## src/rtl/lgs_pkg.sv

```systemverilog
// lgs_pkg: shared types and constants for the life generation stencil unit
// no dependencies; imported by every module of the block except lgs_row_buffer

package lgs_pkg;

   // item kinds carried on the request tuser bit
   localparam logic CMD_CELL = 1'b0;
   localparam logic CMD_PAD  = 1'b1;

   // csr register indexes
   localparam logic CFG_BOARD_WIDTH  = 1'b0;
   localparam logic CFG_BOARD_HEIGHT = 1'b1;

   localparam int unsigned CSR_WIDTH = 8;

   localparam logic [CSR_WIDTH-1:0] MIN_SIDE     = 8'd3;
   localparam logic [CSR_WIDTH-1:0] WIDTH_RESET  = 8'd100;
   localparam logic [CSR_WIDTH-1:0] HEIGHT_RESET = 8'd80;

   // B3/S23 rule counts
   localparam logic [3:0] BIRTH_COUNT = 4'd3;
   localparam logic [3:0] KEEP_COUNT  = 4'd2;

   // one window snapshot handed from the front end to the rule stage
   typedef struct packed {
      logic [8:0] window;
      logic       border;
      logic       last;
   } stage_type;

endpackage

```

## src/rtl/lgs_row_buffer.sv

```systemverilog
// lgs_row_buffer: two row delay lines sharing one column address
// bit 0 holds the row just above the input, bit 1 the row two above
// depends on nothing outside this file

module lgs_row_buffer #(
   parameter int MAX_WIDTH = 128
) (
   input  logic                         clock,
   input  logic [$clog2(MAX_WIDTH)-1:0] rd_addr,
   input  logic                         wr_en,
   input  logic [$clog2(MAX_WIDTH)-1:0] wr_addr,
   input  logic [1:0]                   wr_data,
   output logic [1:0]                   rd_data
);

   logic [1:0] mem [MAX_WIDTH];
   logic [1:0] mem_rd_ff;
   logic [1:0] bypass_data_ff;
   logic       bypass_ff;

   always_ff @(posedge clock) begin
      if (wr_en) begin
         mem[wr_addr] <= wr_data;
      end
      mem_rd_ff <= mem[rd_addr];
   end

   // same-address read and write in the same cycle returns the new data
   always_ff @(posedge clock) begin
      bypass_ff      <= wr_en && (wr_addr == rd_addr);
      bypass_data_ff <= wr_data;
   end

   assign rd_data = bypass_ff ? bypass_data_ff : mem_rd_ff;

endmodule

```

## src/rtl/lgs_window_ctrl.sv

```systemverilog
// lgs_window_ctrl: csr registers, raster position counters and the 3x3 window
// drives the row buffer port and hands a window snapshot to the rule stage; uses lgs_pkg

module lgs_window_ctrl #(
   parameter int MAX_WIDTH  = 128,
   parameter int MAX_HEIGHT = 128
) (
   input  logic                         clock,
   input  logic                         reset,
   input  logic                         csr_we,
   input  logic                         csr_index,
   input  logic [lgs_pkg::CSR_WIDTH-1:0] csr_wdata,
   input  logic                         req_valid,
   input  logic                         req_cmd,
   input  logic                         req_cell,
   output logic                         req_ready,
   input  logic                         out_ready,
   output logic                         s1_valid,
   output lgs_pkg::stage_type           s1_stage,
   output logic [$clog2(MAX_WIDTH)-1:0] rd_addr,
   output logic                         wr_en,
   output logic [$clog2(MAX_WIDTH)-1:0] wr_addr,
   output logic [1:0]                   wr_data,
   input  logic [1:0]                   rd_data
);

   import lgs_pkg::*;

   localparam int CW   = $clog2(MAX_WIDTH);
   localparam int RW   = $clog2(MAX_HEIGHT + 2);
   localparam int OW   = $clog2(MAX_HEIGHT);
   localparam int CMPW = (CW + 1 > CSR_WIDTH) ? CW + 1 : CSR_WIDTH;
   localparam int CMPH = (RW > CSR_WIDTH) ? RW : CSR_WIDTH;
   localparam int WMAX = (MAX_WIDTH > 255) ? 255 : MAX_WIDTH;
   localparam int HMAX = (MAX_HEIGHT > 255) ? 255 : MAX_HEIGHT;

   logic [CSR_WIDTH-1:0] width_ff, width_in;
   logic [CSR_WIDTH-1:0] height_ff, height_in;
   logic [CW-1:0]        col_ff, col_in;
   logic [RW-1:0]        row_ff, row_in;
   logic [CW-1:0]        ocol_ff, ocol_in;
   logic [OW-1:0]        orow_ff, orow_in;
   logic [8:0]           window_ff, window_in;
   logic                 s1_valid_ff, s1_valid_in;
   stage_type            s1_ff, s1_in;

   logic                 accept;
   logic                 bit_in;
   logic [8:0]           window_shift;
   logic                 emit;
   logic                 col_wrap;
   logic                 ocol_first, ocol_end, orow_first, orow_end;
   logic                 border, last;
   logic [CSR_WIDTH-1:0] clamp_w, clamp_h;

   assign req_ready = !s1_valid_ff || out_ready;
   assign accept    = req_valid && req_ready;

   // a pad counts as a dead cell
   assign bit_in       = (req_cmd == CMD_PAD) ? 1'b0 : req_cell;
   assign window_shift = {window_ff[5:0], bit_in, rd_data[0], rd_data[1]};

   assign emit     = (row_ff >= RW'(2)) || ((row_ff == RW'(1)) && (col_ff != '0));
   assign col_wrap = (CMPW'(col_ff) + CMPW'(1)) >= CMPW'(width_ff);

   assign ocol_first = (ocol_ff == '0);
   assign ocol_end   = (CMPW'(ocol_ff) == CMPW'(width_ff - 8'd1));
   assign orow_first = (orow_ff == '0);
   assign orow_end   = (CMPH'(orow_ff) == CMPH'(height_ff - 8'd1));
   assign border     = ocol_first || ocol_end || orow_first || orow_end;
   assign last       = ocol_end && orow_end;

   always_comb begin
      if (csr_wdata < MIN_SIDE) begin
         clamp_w = MIN_SIDE;
         clamp_h = MIN_SIDE;
      end else begin
         clamp_w = (csr_wdata > CSR_WIDTH'(WMAX)) ? CSR_WIDTH'(WMAX) : csr_wdata;
         clamp_h = (csr_wdata > CSR_WIDTH'(HMAX)) ? CSR_WIDTH'(HMAX) : csr_wdata;
      end
   end

   always_comb begin
      width_in    = width_ff;
      height_in   = height_ff;
      col_in      = col_ff;
      row_in      = row_ff;
      ocol_in     = ocol_ff;
      orow_in     = orow_ff;
      window_in   = window_ff;
      s1_valid_in = s1_valid_ff && !out_ready;
      s1_in       = s1_ff;
      if (csr_we) begin
         case (csr_index)
            CFG_BOARD_WIDTH:  width_in  = clamp_w;
            CFG_BOARD_HEIGHT: height_in = clamp_h;
            default:          width_in  = width_ff;
         endcase
         // any csr write restarts the frame
         col_in    = '0;
         row_in    = '0;
         ocol_in   = '0;
         orow_in   = '0;
         window_in = '0;
      end else if (accept) begin
         window_in = window_shift;
         if (col_wrap) begin
            col_in = '0;
            row_in = row_ff + RW'(1);
         end else begin
            col_in = col_ff + CW'(1);
         end
         if (emit) begin
            s1_valid_in  = 1'b1;
            s1_in.window = window_shift;
            s1_in.border = border;
            s1_in.last   = last;
            if (last) begin
               col_in    = '0;
               row_in    = '0;
               ocol_in   = '0;
               orow_in   = '0;
               window_in = '0;
            end else if (ocol_end) begin
               ocol_in = '0;
               orow_in = orow_ff + OW'(1);
            end else begin
               ocol_in = ocol_ff + CW'(1);
            end
         end
      end
   end

   always_ff @(posedge clock) begin
      if (reset) begin
         width_ff    <= WIDTH_RESET;
         height_ff   <= HEIGHT_RESET;
         col_ff      <= '0;
         row_ff      <= '0;
         ocol_ff     <= '0;
         orow_ff     <= '0;
         window_ff   <= '0;
         s1_valid_ff <= 1'b0;
      end else begin
         width_ff    <= width_in;
         height_ff   <= height_in;
         col_ff      <= col_in;
         row_ff      <= row_in;
         ocol_ff     <= ocol_in;
         orow_ff     <= orow_in;
         window_ff   <= window_in;
         s1_valid_ff <= s1_valid_in;
      end
   end

   always_ff @(posedge clock) begin
      s1_ff <= s1_in;
   end

   // read ahead at the column of the next item
   assign rd_addr = col_in;
   assign wr_en   = accept && !csr_we;
   assign wr_addr = col_ff;
   assign wr_data = {rd_data[0], bit_in};

   assign s1_valid = s1_valid_ff;
   assign s1_stage = s1_ff;

`ifndef NO_ASSERTIONS
   a_col_in_row: assert property (@(posedge clock) disable iff (reset)
      CMPW'(col_ff) < CMPW'(width_ff))
      else $error("input column beyond board width");

   a_orow_in_frame: assert property (@(posedge clock) disable iff (reset)
      CMPH'(orow_ff) < CMPH'(height_ff))
      else $error("output row beyond board height");

   a_stall_blocks_input: assert property (@(posedge clock) disable iff (reset)
      (s1_valid_ff && !out_ready) |-> !req_ready)
      else $error("input taken while stage one is stalled");

   a_frame_restart: assert property (@(posedge clock) disable iff (reset)
      (accept && emit && last && !csr_we) |=>
         (col_ff == '0 && row_ff == '0 && ocol_ff == '0 && orow_ff == '0))
      else $error("position not restarted after last cell of frame");
`endif

endmodule

```

## src/rtl/lgs_rule_stage.sv

```systemverilog
// lgs_rule_stage: B3/S23 rule on a window snapshot and the result register
// border cells keep their centre value; uses lgs_pkg

module lgs_rule_stage (
   input  logic               clock,
   input  logic               reset,
   input  logic               s1_valid,
   input  lgs_pkg::stage_type s1_stage,
   output logic               out_ready,
   output logic               rsp_valid,
   input  logic               rsp_ready,
   output logic               next_alive,
   output logic               frame_last
);

   import lgs_pkg::*;

   logic       rsp_valid_ff, rsp_valid_in;
   logic       next_ff, last_ff;
   logic [3:0] neighbours;
   logic       centre;
   logic       next_value;

   // centre cell sits at bit 4, the other eight are neighbours
   assign centre     = s1_stage.window[4];
   assign neighbours = 4'($countones({s1_stage.window[8:5], s1_stage.window[3:0]}));

   always_comb begin
      if (s1_stage.border) begin
         next_value = centre;
      end else if (centre) begin
         next_value = (neighbours == KEEP_COUNT) || (neighbours == BIRTH_COUNT);
      end else begin
         next_value = (neighbours == BIRTH_COUNT);
      end
   end

   assign out_ready    = !rsp_valid_ff || rsp_ready;
   assign rsp_valid_in = out_ready ? s1_valid : rsp_valid_ff;

   always_ff @(posedge clock) begin
      if (reset) begin
         rsp_valid_ff <= 1'b0;
      end else begin
         rsp_valid_ff <= rsp_valid_in;
      end
   end

   always_ff @(posedge clock) begin
      if (out_ready && s1_valid) begin
         next_ff <= next_value;
         last_ff <= s1_stage.last;
      end
   end

   assign rsp_valid  = rsp_valid_ff;
   assign next_alive = next_ff;
   assign frame_last = last_ff;

endmodule

```

## src/rtl/life_generation_stencil_unit.sv

```systemverilog
// life_generation_stencil_unit: top level of the streaming life stencil
// instantiates lgs_row_buffer, lgs_window_ctrl and lgs_rule_stage; uses lgs_pkg

// Takes the current generation as a raster stream of one-bit cells, one
// transfer per clock, and returns the next generation in raster order under
// rule B3/S23; first and last rows and columns pass through unchanged. The
// output lags the input by board_width+1 items, so after each frame the host
// sends board_width+1 pad transfers (tuser high) to flush the tail; the
// transfer with tlast high closes the output frame and the position restarts.
// One item is accepted every clock as long as results are taken; the snapshot
// register loads with the transfer that completes a window, and the rule result
// then loads the result register once that register is free. The two previous
// rows sit in one MAX_WIDTH x 2 bit memory read one column ahead, which needs no
// clearing pass after reset. A csr write clamps the value to 3..MAX and restarts
// the frame position; write it only while idle.

module life_generation_stencil_unit #(
   parameter int MAX_WIDTH  = 128,
   parameter int MAX_HEIGHT = 128
) (
   input  logic                          clock,
   input  logic                          reset,
   input  logic                          csr_we,
   input  logic                          csr_index,
   input  logic [lgs_pkg::CSR_WIDTH-1:0] csr_wdata,
   input  logic                          req_tvalid,
   output logic                          req_tready,
   input  logic [7:0]                    req_tdata,   // [0] cell_alive, [7:1] zero
   input  logic [0:0]                    req_tuser,   // [0] cmd
   output logic                          rsp_tvalid,
   input  logic                          rsp_tready,
   output logic [7:0]                    rsp_tdata,   // [0] next_alive, [7:1] zero
   output logic                          rsp_tlast
);

   import lgs_pkg::*;

   localparam int CW = $clog2(MAX_WIDTH);

   logic          out_ready;
   logic          s1_valid;
   stage_type     s1_stage;
   logic [CW-1:0] rd_addr;
   logic          wr_en;
   logic [CW-1:0] wr_addr;
   logic [1:0]    wr_data;
   logic [1:0]    rd_data;
   logic          next_alive;

   lgs_row_buffer #(
      .MAX_WIDTH (MAX_WIDTH)
   ) u_row_buffer (
      .clock   (clock),
      .rd_addr (rd_addr),
      .wr_en   (wr_en),
      .wr_addr (wr_addr),
      .wr_data (wr_data),
      .rd_data (rd_data)
   );

   lgs_window_ctrl #(
      .MAX_WIDTH  (MAX_WIDTH),
      .MAX_HEIGHT (MAX_HEIGHT)
   ) u_window_ctrl (
      .clock     (clock),
      .reset     (reset),
      .csr_we    (csr_we),
      .csr_index (csr_index),
      .csr_wdata (csr_wdata),
      .req_valid (req_tvalid),
      .req_cmd   (req_tuser[0]),
      .req_cell  (req_tdata[0]),
      .req_ready (req_tready),
      .out_ready (out_ready),
      .s1_valid  (s1_valid),
      .s1_stage  (s1_stage),
      .rd_addr   (rd_addr),
      .wr_en     (wr_en),
      .wr_addr   (wr_addr),
      .wr_data   (wr_data),
      .rd_data   (rd_data)
   );

   lgs_rule_stage u_rule_stage (
      .clock      (clock),
      .reset      (reset),
      .s1_valid   (s1_valid),
      .s1_stage   (s1_stage),
      .out_ready  (out_ready),
      .rsp_valid  (rsp_tvalid),
      .rsp_ready  (rsp_tready),
      .next_alive (next_alive),
      .frame_last (rsp_tlast)
   );

   assign rsp_tdata = {7'b0, next_alive};

endmodule

```

## config.mk

```make
export PLATFORM = sky130hd
export DESIGN_NAME = life_generation_stencil_unit
export DESIGN_NICKNAME = d
export VERILOG_FILES = /design/src/rtl/lgs_pkg.sv /design/src/rtl/lgs_row_buffer.sv /design/src/rtl/lgs_window_ctrl.sv /design/src/rtl/lgs_rule_stage.sv /design/src/rtl/life_generation_stencil_unit.sv
export SDC_FILE = /design/constraint.sdc
export NUM_CORES = 1
export LEC_CHECK = 0
export BUFFER_PORTS_ARGS = -buffer_cell sky130_fd_sc_hd__buf_2
export CAP_MARGIN = 20
export CORE_UTILIZATION = 45
export CTS_CLUSTER_SIZE = 20
export DETAILED_ROUTE_END_ITERATION = 16
export SLEW_MARGIN = 10
export SYNTH_ARGS = -nofsm -noshare
export SYNTH_HDL_FRONTEND = slang
export SYNTH_SLANG_ARGS = --single-unit
```

## constraint.sdc

```tcl
create_clock -name clock -period 5.72 [get_ports clock]
set_input_delay 0.286 -clock clock [delete_from_list [all_inputs] [get_ports clock]]
set_output_delay 0.286 -clock clock [all_outputs]
set_load 0.01 [all_outputs]
```

Word-level counts from Yosys, hierarchy flattened
Memory sizes are Yosys's and may differ from the RTL's. A register that Yosys moved wholly into a read port is not among the register bits.
Cells that the tools add are included.
{"block": "totals", "regBits": 69, "ram_bits": 256, "in_bits": 23, "out_inout_bits": 11, "elab_cells": 96, "memories": 1}
{"block": "op_classes", "addsub": 14, "magnitude_cmp": 4, "eq_ne": 6, "mux": 25, "n_bitwise": 2, "n_reduce_logical": 28}
{"name": "u_row_buffer.mem", "words": 128, "width": 2, "rd": 1, "rd_ports_with_merged_regs": 1, "write_ports": 1, "line": "lgs_row_buffer.sv:16", "text": "logic [1:0] mem [MAX_WIDTH];"}
{"op": "$mux W7", "count": 9}
{"op": "$mux W8", "count": 5}
{"op": "$add A7 B1 Y7 const B", "count": 3}
{"op": "$eq A7 B8 Y1", "count": 2}
{"op": "$sub A8 B1 Y8 const B", "count": 2}
{"op": "$logic_not A7 Y1", "count": 2}
{"op": "$add A4 B4 Y4", "count": 3}
{"op": "$mux W6", "count": 2}
{"op": "$add A1 B1 Y2", "count": 4}
{"op": "$add A7 B1 Y8 const B", "count": 1}
{"op": "$add A8 B1 Y8 const B", "count": 1}
{"op": "$eq A4 B2 Y1 const B", "count": 2}
{"op": "$eq A8 B1 Y1 const B", "count": 1}
{"op": "$ge A8 B2 Y1 const B", "count": 1}
{"op": "$ge A8 B8 Y1", "count": 1}
{"op": "$gt A8 B8 Y1 const B", "count": 1}
{"op": "$lt A8 B2 Y1 const B", "count": 1}
{"op": "$mux W1", "count": 8}
{"op": "$eq A7 B7 Y1", "count": 1}
{"op": "$logic_and A1 B1 Y1", "count": 7}
{"op": "$logic_or A1 B1 Y1", "count": 7}
{"op": "$reduce_bool A7 Y1", "count": 1}
{"op": "$reduce_and A2 Y1", "count": 3}
{"op": "$reduce_and A3 Y1", "count": 2}
{"op": "other kinds (5)", "count": 9}

Logic depth before layout (Yosys ltp)
{"block": "logic_depth", "depth_word": 9, "mapped_depth": 20, "ltp_nobuf": 17}

Modules after synthesis
A second synthesis with hierarchy kept.
{"block": "unflattened", "hier_cells": 1085, "area_unflattened_um2": 14705.4}
{"mod": "lgs_row_buffer", "instances": 1, "cells_per_inst": 630, "area_each_um2": 10756.6, "seq_area_each_um2": 7787.5}
{"mod": "lgs_window_ctrl", "instances": 1, "cells_per_inst": 417, "area_each_um2": 3573.4, "seq_area_each_um2": 1371.3}
{"mod": "lgs_rule_stage", "instances": 1, "cells_per_inst": 29, "area_each_um2": 311.5, "seq_area_each_um2": 80.1}
{"mod": "life_generation_stencil_unit", "instances": 1, "cells_per_inst": 9, "area_each_um2": 63.8, "seq_area_each_um2": 0.0}

Worst setup path before layout
Ideal clock, no wire load.
{"block": "synth_path", "path_type": "input-to-reg", "start": "input port req_tuser", "end": "memory u_row_buffer.mem[0][0] (data pin)", "setup_time_ns": 0.849, "arrival_ns": 3.521, "t_required_ns": 4.871, "path_slack_ns": 1.350, "stages": 1, "path_buffers": 0, "path_cell_list": "nor2b_1"}
{"block": "synth_via", "elab_chain_len": 1}
{"element": "from (decl)", "line": "life_generation_stencil_unit.sv:29", "text": "input logic [0:0] req_tuser,"}
{"element": "$mux W1", "line": "lgs_window_ctrl.sv:60", "text": "assign bit_in = (req_cmd == CMD_PAD) ? 1'b0 : req_cell;"}
{"element": "to (decl)", "line": "lgs_row_buffer.sv:16"}
Every way passes these cells.

Worst setup path after layout
{"block": "layout_path", "start": "register u_window_ctrl.col_ff[0], in the netlist u_window_ctrl.wr_addr[0]", "end": "register u_row_buffer.mem_rd_ff[1], read port of u_row_buffer.mem"}
{"block": "layout_via", "elab_chain_len": 7, "word_cells_on_any_way": 11, "classes_between": "add/sub (2); order compare (1); mux (5); reduce/logical (3)"}
{"element": "from (decl)", "line": "lgs_window_ctrl.sv:39", "text": "logic [CW-1:0] col_ff, col_in;"}
{"element": "from (signal assigned)", "line": "lgs_window_ctrl.sv:147", "text": "col_ff <= col_in;"}
{"element": "$add A7 B1 Y8", "line": "lgs_window_ctrl.sv:64", "text": "assign col_wrap = (CMPW'(col_ff) + CMPW'(1)) >= CMPW'(width_ff);"}
{"element": "$ge A8 B8 Y1", "line": "lgs_window_ctrl.sv:64"}
{"element": "$mux W7", "line": "lgs_window_ctrl.sv:107", "text": "if (col_wrap) begin"}
{"element": "$mux W7", "line": "lgs_window_ctrl.sv:118", "text": "if (last) begin"}
{"element": "$mux W7", "line": "lgs_window_ctrl.sv:113", "text": "if (emit) begin"}
{"element": "$mux W7 (*)", "line": "lgs_window_ctrl.sv:105", "text": "end else if (accept) begin"}
{"element": "$mux W7 (*)", "line": "lgs_window_ctrl.sv:93", "text": "if (csr_we) begin"}
{"element": "to (decl)", "line": "lgs_row_buffer.sv:17", "text": "logic [1:0] mem_rd_ff;"}
Every way passes the cells marked *; elsewhere a longest branch is shown, timed or not.
A chain may end at the register's enable or synchronous reset.

==> summary.md <==
| Metric | Value |
|---|---|
| Placed cell area | 15700 um^2 |
| Period minus WS final | 5020 ps |
| Root buf cell | clkbuf_16 |
| Worst-Margin Slew | 879 ps |
| DRT iter0 DRCs | 963 |
| Vias per cell | 5.76 |
| Status | finished, final reports clean |
| First-pass DRT Iterations | 5 |
| Critical path's largest stage delay | 560 ps |
| Syn_area_per_cell | 11.7 um^2 |
| CTS Hold Bufs | 0 |
| Cell area after layout | 16800 um^2 |
| Dpl hpwl | 24300 um |
| Maximum clock insertion buffer count | 3 |
| VDD IR max | 0.216 mV |
| Vias in the first global route | 10000 |
| Worst setup SP type | flop |
| CP endpoint kind | flop |
| Achievable frequency | 199 MHz |
| Die area | 34300 um^2 |
| RSZ-0062 raised after global routing | false |
| Largest net degree at the start of global routing | 90 |
| Pwr per Cell Area | 300 nW/um^2 |
| LEAKAGE | 5.66 nW |
| Ant. Diodes | 0 |
| Crit-path cells | ha_1 -> nand3_1 -> inv_1 -> nand3_1 -> xnor2_1 -> ha_1 -> a21oi_1 -> o211ai_1 -> a311oi_1 -> a21boi_4 -> buf_12 -> nor3_1 -> buf_4 -> a32oi_1 -> a31oi_1 -> nor4_1 -> a22oi_1 -> o311ai_1 |
| Clock skew | 15.3 ps |
| Initial antenna violation count | 0 |
| Crit-path slowest cell | dfxtp_1 |
| TritonCTS Buffers | 37 |
| HP Class | input pin to flop |
| Fraction of registers with async set/reset | 0% |
| Top_reg_cell synth | edfxtp_1 |
| Buffers and inverters on the worst path | 3 |
| Reg clk slew, reported paths | 60 ps |
| Delay-heaviest family, CP | compound AO/OA/AOI/OAI gates |
| Skew-Pair Late Insertion Delay | 530 ps |
| Critical Path AT | 5440 ps |
| Syn Std Cell Area | 15100 um^2 |
| Setup violators final | 0 |
| CTS tree | yes |
| Yosys cell types | 72 |
| Die Height | 185 um |
| Num ports | 34 |
| # nets final | 1375 |
| Global placer's final weighted congestion | 0.858 |
| Setup bufs post-CTS | 0 |
| Overall Global Routing Usage | 22.4% |
| Post-cts resize count | 0 |
| Max FO, Critical Path | 37 |
| Cells after Synth | 1297 |
| # rows | 66 |
| Core ar. | 32800 um^2 |
| Final WL | 37600 um |
| H-tree level count | 2 |
| Sequential share of the synthesized area | 61.1% |
| Critical path class | flop to flop |
| DR vias | 10300 |
| Commonest non-fill, non-tap cell in the layout | edfxtp_1 |
| Most frequent cells in the layout | edfxtp_1 (269), nor2_1 (216), nand2_1 (124) |
| Drt drc | 0 |
| Yosys reg bits | 327 |
| Worst EP required | 6140 ps |
| CTS Sinks | 327 |
| Worst relative slew slack | 41.4% |
| WL/cell | 21.0 um |
| Yosys warns | 0 |
| Setup tns final | 0 ps |
| Starting Density | 46.1% |
| Grt total ovfl | 0 |
| First-pass GRT wire length | 57800 um |
| Area Growth Syn to Fin | 11.4% |
| Final Cycle Share | 87.7% |
| Share of layout cells above drive strength 1 | 9.79% |
| Post-route ant nets | 0 |
| EDFF count, synth | 269 |
| Buffers added on ports | 19 |
| Max-slew violations | 0 |
| Setup slack, reg-to-reg | 700 ps |
| Die width | 185 um |
| Final-report hold violation count | 0 |
| Max-cap violation count | 0 |
==> cell usage after synthesis (3+ instances only) <==
| cell | count | area (um^2) |
|---|---|---|
| buf_4 | 24 | 180 |
| mux2_2 | 10 | 113 |
| nand4_1 | 19 | 119 |
| a2111oi_0 | 7 | 61.3 |
| fa_1 | 4 | 80.1 |
| mux2i_1 | 84 | 841 |
| or3_1 | 7 | 43.8 |
| inv_1 | 36 | 135 |
| o211ai_1 | 6 | 45.0 |
| o311ai_0 | 3 | 26.3 |
| clkbuf_1 | 33 | 124 |
| nor3b_1 | 5 | 37.5 |
| o22ai_1 | 6 | 37.5 |
| nor2_1 | 216 | 811 |
| or2_2 | 3 | 18.8 |
| a211oi_1 | 14 | 105 |
| nor4_1 | 10 | 62.6 |
| o2111ai_1 | 4 | 35.0 |
| xor2_1 | 19 | 166 |
| xnor2_1 | 19 | 166 |
| buf_2 | 9 | 45.0 |
| a311oi_1 | 4 | 35.0 |
| or4_1 | 7 | 52.6 |
| a211o_1 | 6 | 52.6 |
| a21o_1 | 8 | 60.1 |
| nor2b_1 | 10 | 62.6 |
| nor3_1 | 23 | 115 |
| ha_1 | 25 | 313 |
| a21boi_0 | 5 | 37.5 |
| a21oi_1 | 45 | 225 |
| buf_6 | 4 | 45.0 |
| a32oi_1 | 11 | 96.3 |
| dfxtp_1 | 58 | 1160 |
| o21ai_0 | 12 | 60.1 |
| nand3_1 | 59 | 295 |
| a22oi_1 | 7 | 52.6 |
| nand3b_1 | 3 | 22.5 |
| a31oi_1 | 8 | 50.1 |
| edfxtp_1 | 269 | 8080 |
| and3_1 | 7 | 43.8 |
| nand2_1 | 124 | 465 |
| a221oi_1 | 6 | 52.6 |
| and2_1 | 10 | 62.6 |
| nand2b_1 | 11 | 68.8 |
==> worst min-delay path, stage by stage <==
cell and delay (ps):
buf_2 130, nand3_1 80, a21oi_1 50
==> final cells by class <==
cell class	count	area, um^2
Clock inverter	19	105
Inverter	36	135
Tap cell	442	553
Clock buffer	46	1000
Timing Repair Buffer	54	403
Sequential cell	327	9240
Multi-Input combinational cell	867	5400
Fill cell	2946	15900
==> stage by stage <==
step	utilization [%]	setup WS (ps)	power, W	std cells	hold WS (ps)
final	51.4	702	0.00505	1791	63.7
after CTS	51.4	782	0.00509	1791	40.5
after global placement	47.9	857	0.00293	1725	412
after global routing	51.4	313	0.00521	1791	71.2
after floorplan	-	1350	0.00285	1303	400
after detailed placement	48.0	814	0.00293	1726	420
==> path summary, 6_finish.rpt <==
check	endpoint	start	depth (start not counted)
max	u_row_buffer.mem_rd_ff[1]$_DFF_P_	u_window_ctrl.wr_addr[0]$_SDFF_PP0_	18
min	u_window_ctrl.height_ff[0]$_SDFFE_PP0P_	csr_index	3
max reg2reg	u_row_buffer.mem_rd_ff[1]$_DFF_P_	u_window_ctrl.wr_addr[0]$_SDFF_PP0_	18
min reg2reg	u_rule_stage.frame_last$_DFFE_PP_	u_window_ctrl.s1_stage[0]$_DFFE_PP_	0
==> metal layers <==
metal	wire length, um	GRT usage [%]	up-vias
met3	2700	3.87	71
li1	-	-	4793
met4	895	6.94	0
met2	17800	36.9	360
met5	0	0	-
met1	16200	30.1	5090
==> kinds of logic (layout without fill, tap and decap cells) <==
logic type | Yosys count | in the layout | synth area share (%)
AOI/OAI and AO/OA | 180 | 180 | 8.78
muxes | 94 | 94 | 6.31
buffers and inverters | 109 | 155 | 3.58
DFF | 327 | 327 | 61.1
and+or+nand+nor | 519 | 519 | 15.4
adders and majority gates | 29 | 29 | 2.60
other | 1 | 7 | 0.0248
xor gates and xnor gates | 38 | 38 | 2.20
==> state kept, by name, indices dropped and copies added (netlist names), 2 cells and up <==
signal and flops:
u_window_ctrl.orow_ff 7, u_window_ctrl.height_ff 8, u_row_buffer.mem 256, u_window_ctrl.window_ff 6
u_row_buffer.mem_rd_ff 2, u_window_ctrl.wr_addr 7, u_window_ctrl.width_ff 8, u_window_ctrl.ocol_ff 7
u_window_ctrl.row_ff 8, u_row_buffer.bypass_data_ff 2, u_window_ctrl.s1_stage 11
==> power breakdown <==
group	internal [W]	switching, W	total [W]
sequential	0.00260	0.0000115	0.00261
combinational	0.0000827	0.000185	0.000268
clock	0.00124	0.000931	0.00217
No activity file was read; power rests on OpenSTA's default activity.
